==> src/sv/dlrs_pkg.sv <==
`timescale 1ns / 1ps
// ----------------------------------------------------------------------------
// dlrs_pkg: shared definitions for the bounded OSA row engine
// Sizes, codes and the command/status bundles between controller and datapath.
// ----------------------------------------------------------------------------
package dlrs_pkg;

  // Storage sizes.
  localparam int MAX_WORD   = 32;
  localparam int MAX_DEPTH  = 64;
  localparam int ROW_LEN    = MAX_WORD + 1;
  localparam int CELL_DEPTH = (MAX_DEPTH + 1) * ROW_LEN;
  localparam int CELL_AW    = $clog2(CELL_DEPTH);
  localparam int ROW_AW     = $clog2(MAX_DEPTH + 1);
  localparam int QAW        = (MAX_WORD > 1) ? $clog2(MAX_WORD) : 1;
  localparam int COL_W      = $clog2(ROW_LEN + 1);
  localparam int BND_W      = (COL_W + 2 > 8) ? COL_W + 2 : 8;

  // Field widths.
  localparam int CELL_W = 7;
  localparam int SYM_W  = 8;
  localparam int DEP_W  = 7;
  localparam int POS_W  = 5;
  localparam int WL_W   = 6;
  localparam int MD_W   = 5;
  localparam int CIDX_W = 2;

  localparam logic [CELL_W-1:0] CELL_MAX = '1;
  localparam logic signed [CELL_W-1:0] GOOD_NONE = -7'sd1;

  // Request opcodes.
  localparam logic OP_LOAD = 1'b0;
  localparam logic OP_STEP = 1'b1;

  // Configuration register indexes.
  localparam logic [CIDX_W-1:0] REG_WORD_LENGTH = 2'd0;
  localparam logic [CIDX_W-1:0] REG_DIST_LIMIT  = 2'd1;

  // Commands from the controller to the datapath.
  typedef struct packed {
    logic load;         // write one query character
    logic accept_step;  // latch a step request
    logic meta;         // read parent metadata, write column zero
    logic prime;        // capture parent column zero, start column reads
    logic col;          // compute one column
    logic finish;       // store row metadata, present the result
  } dlrs_cmd_t;

  // Status from the datapath to the controller.
  typedef struct packed {
    logic is_load;
    logic step_ok;
    logic last_col;
    logic no_cols;
  } dlrs_status_t;

endpackage

==> src/sv/dlrs_ctrl.sv <==
`timescale 1ns / 1ps
// ----------------------------------------------------------------------------
// dlrs_ctrl: sequencer for the row engine
// Accepts requests and steps the datapath through metadata, columns and result.
// ----------------------------------------------------------------------------
module dlrs_ctrl (
  input  logic                  clk,
  input  logic                  rst,
  input  logic                  start,
  input  dlrs_pkg::dlrs_status_t status,
  output dlrs_pkg::dlrs_cmd_t    cmd,
  output logic                  busy,
  output logic                  done
);
  import dlrs_pkg::*;

  localparam logic [2:0] S_IDLE  = 3'd0;
  localparam logic [2:0] S_META  = 3'd1;
  localparam logic [2:0] S_PRIME = 3'd2;
  localparam logic [2:0] S_COL   = 3'd3;
  localparam logic [2:0] S_DONE  = 3'd4;

  logic [2:0] state;
  logic [2:0] state_next;

  // Next state.
  always_comb begin
    state_next = state;
    case (state)
      S_IDLE: begin
        if (start && !status.is_load && status.step_ok) state_next = S_META;
      end
      S_META:  state_next = S_PRIME;
      S_PRIME: state_next = status.no_cols ? S_DONE : S_COL;
      S_COL: begin
        if (status.last_col) state_next = S_DONE;
      end
      S_DONE:  state_next = S_IDLE;
      default: state_next = S_IDLE;
    endcase
  end

  always_ff @(posedge clk) begin
    if (rst) begin
      state <= S_IDLE;
    end else begin
      state <= state_next;
    end
  end

  // Commands follow the state directly.
  always_comb begin
    cmd.load        = (state == S_IDLE) && start && status.is_load;
    cmd.accept_step = (state == S_IDLE) && start && !status.is_load && status.step_ok;
    cmd.meta        = (state == S_META);
    cmd.prime       = (state == S_PRIME);
    cmd.col         = (state == S_COL);
    cmd.finish      = (state == S_DONE);
  end

  assign busy = (state != S_IDLE);
  assign done = (state == S_DONE);

endmodule

==> config.mk <==
export PLATFORM = sky130hd
export DESIGN_NAME = dlrs_ctrl
export DESIGN_NICKNAME = d
export VERILOG_FILES = /design/src/sv/dlrs_pkg.sv /design/src/sv/dlrs_ctrl.sv
export SDC_FILE = /design/constraint.sdc
export NUM_CORES = 1
export LEC_CHECK = 0
export BUFFER_PORTS_ARGS = -buffer_cell sky130_fd_sc_hd__buf_2
export CAP_MARGIN = 20
export CORE_AREA = 5 5 42 44
export DETAILED_ROUTE_END_ITERATION = 6
export DIE_AREA = 0 0 47 49
export GPL_TIMING_DRIVEN = 0
export HOLD_SLACK_MARGIN = 0.08
export PLACE_DENSITY = 0.48
export SLEW_MARGIN = 20
export SYNTH_ARGS = -nofsm -noshare
export SYNTH_HDL_FRONTEND = slang
export SYNTH_SLANG_ARGS = --single-unit
export TNS_END_PERCENT = 10
==> constraint.sdc <==
create_clock -name clk -period 3.54 [get_ports clk]
set_input_delay 0.354 -clock clk [delete_from_list [all_inputs] [get_ports clk]]
set_output_delay 0.354 -clock clk [all_outputs]
set_load 0.005 [all_outputs]
==> metrics.md <==
| Metric | Value |
|---|---|
| Status | `complete, no violations` |
| Relative slew slack | `84.2%` |
| Vias in the first global route | `between 200 and 250` |
| Vias after detailed routing | `between 200 and 250` |
| Mapped Cells | `23` |
| Worst path max stage delay | `~0.58 ns` |
| Final hold viol count | `0` |
| Synthesized Nets | `30` |
| # setup viols final | `0` |
| Largest delay contributor family on the critical path | `simple AND/OR/NAND/NOR gates` |
| I/O Buffers | `14` |
| Layout cells sized above 1 | `56.1%` |
| Most frequent cells in the layout | `buf_2 (14), nor2_1 (4), nor3b_1 (3), clkbuf_4 (3), dfxtp_1 (3)` |
| CTS tree | `yes` |
| Met3 routed WL | `86 um` |
| Via density | `~4.0` |
| Clock sink total | `3` |
| CTS root buf | `clkbuf_4` |
| CP cell instances | `or4b_4 -> nor3b_2 -> buf_2` |
| Synth top area cells | `dfxtp_1 (30%), nor3b_1 (11%), nor2_1 (7.4%), or4b_4 (6.8%), nor3b_2 (6.2%)` |
| Final Skew | `between 0.00003 and 0.00004 ns` |
| CP Data Required Time | `approximately 3.2 ns` |
| # hold bufs at CTS | `0` |
| YS warnings | `0` |
| Post-CTS Setup Inserts | `0` |
| Die Span Y | `~49 um` |
| WL met1 | `between 200 and 250 um` |
| Setup Total Neg Slack | `0 ns` |
| First-pass GRT wire length | `roughly 840 um` |
| PwrDens | `around 350 mW/mm^2` |
| Commonest non-fill, non-tap cell in the layout | `buf_2` |
| # IOs | `15` |
| # resized after CTS | `0` |
| Critical path endpoint category | `primary output` |
| Die area | `around 0.0023 sq mm` |
| Non-filler cells, final | `57` |
| Pin count of the biggest net entering global routing | `9` |
| Peak supply drop | `0.0818 mV` |
| Drt wl/cell | `9.23 um` |
| Synth top area share | `between 20 and 30%` |
| Final ANT Viol Nets | `0` |
| CP max stage cell | `or4b_4` |
| Chip width | `~47 um` |
| Final Critical Period | `~1.8 ns` |
| Initial antenna violation count | `0` |
| Nets | `49` |
| Max-cap violations | `0` |
| Area Overhead vs Synth | `57.4%` |
| Cell Area, Placed | `~290 sq um` |
| Max reg flops | `3` |
| Clk_lat worst skew | `between 0.2 and 0.25 ns` |
| Total gr overflow | `0` |
| Cts bufs inserted | `3` |
| Final Util | `between 20% and 30%` |
| Fmax | `549 MHz` |
| Worst Setup Start Kind | `register` |
| CTS clk-pin slew, worst paths | `approximately 0.040 ns` |
| Row count | `14` |
| Distinct cell type count after synthesis | `15` |
| Uppermost layer routed | `met3` |
| Final WL | `around 530 um` |
| Critical path type | `register to primary output` |
| Cell taking the most area after synthesis | `dfxtp_1` |
| CP arrival | `approximately 1.5 ns` |
| Biggest regs | `state (3)` |
| Post-synthesis register bit count | `3` |
| Sequential area share after synthesis | `between 20% and 30%` |
| Leak | `around 0.16 nW` |
| Clock buffer depth | `2` |
| Post-route cell area | `around 320 sq um` |
| Biggest register | `state` |
| RSZ-0062 raised after global routing | `no` |
| Worst path buffer plus inverter count | `1` |
| Hold Path Class | `input pin to register` |
| TritonRoute pass-1 iters | `2` |
| Diode count | `0` |
| Final period util | `between 50% and 60%` |
| Inst Count DP | `53` |
| Final Slew Violations | `0` |
| Synth Cell Area | `around 200 sq um` |
| Core Area | `roughly 0.0014 sq mm` |
| Initial Util | `between 10% and 20%` |
| Least-Margin Pin Slew | `roughly 0.24 ns` |
| H-tree levels | `1` |
| Remaining DRCs | `0` |
| Overall routing resource usage | `roughly 5.1%` |
| Avg Inst Size Synth | `8.81 sq um` |
| Met2 routed WL | `196 um` |
| Number of DRC markers after the initial detailed-route iteration | `4` |
| Crit-path max FO | `7` |
| GP Congestion | `approximately 0.64` |
-- cell families (layout without fill, tap and decap cells) --
| family | count (synthesis) | in the layout | synth area share (%) |
|---|---|---|---|
| and+or+nand+nor | 13 | 13 | 45.7 |
| muxes | 1 | 1 | 5.56 |
| AOI/OAI and AO/OA | 3 | 3 | 11.7 |
| DFF | 3 | 3 | 29.6 |
| buffers and inverters | 3 | 21 | 7.41 |
-- layout make-up --
cell class	count	area, sq um
Inverter	2	7.51
Clock buffer	4	26.3
Multi-Input combinational cell	17	128
Buffer	1	7.51
Timing Repair Buffer	14	70.1
Sequential cell	3	60.1
Tap cell	16	20.0
Fill cell	176	1080
-- cell usage after synthesis, drive strengths merged --
cell type and n:
or3b 1, nor3b 4, nor3 1, or4b 1, or2b 1, o21a 1
or3 1, mux2 1, nor2 4, o32ai 1, inv 2, dfxtp 3
a21boi 1, buf 1
-- path summary, 6_finish.rpt --
kind                            startpoint  endpoint  slack, ns  cells after the start
worst max-delay path              state[1]    cmd[4]       1.72                      3
worst min-delay path                   rst  state[2]       0.33                      2
worst min register to register    state[2]  state[1]       0.59                      2
worst max register to register    state[1]  state[0]       2.41                      2
-- metrics by stage --
step           power (mW)  hold WS (ns)  worst slack [ns]
2_1_floorplan      0.0453         0.430              2.12
3_3_place_gp       0.0536         0.568              1.97
3_5_place_dp       0.0537         0.570              1.97
4_1_cts             0.117         0.320              1.71
5_1_grt             0.120         0.358              1.68
6_report            0.113         0.332              1.72
-- routing by layer --
metal / track usage [%] / vias up
met5: 0 / -
met3: 3.32 / 0
li1: - / 120
met1: 6.36 / 96
met2: 6.33 / 12
met4: 2.76 / 0
-- report_power, final --
part	internal, mW	leakage, nW	total [mW]	switching [mW]
sequential	0.0349	0.0243	0.0364	0.00149
combinational	0.00986	0.122	0.0165	0.00663
clock	0.0422	0.0150	0.0599	0.0176
total	0.0870	0.161	0.113	0.0258
Power figures use the tool's default switching activity.
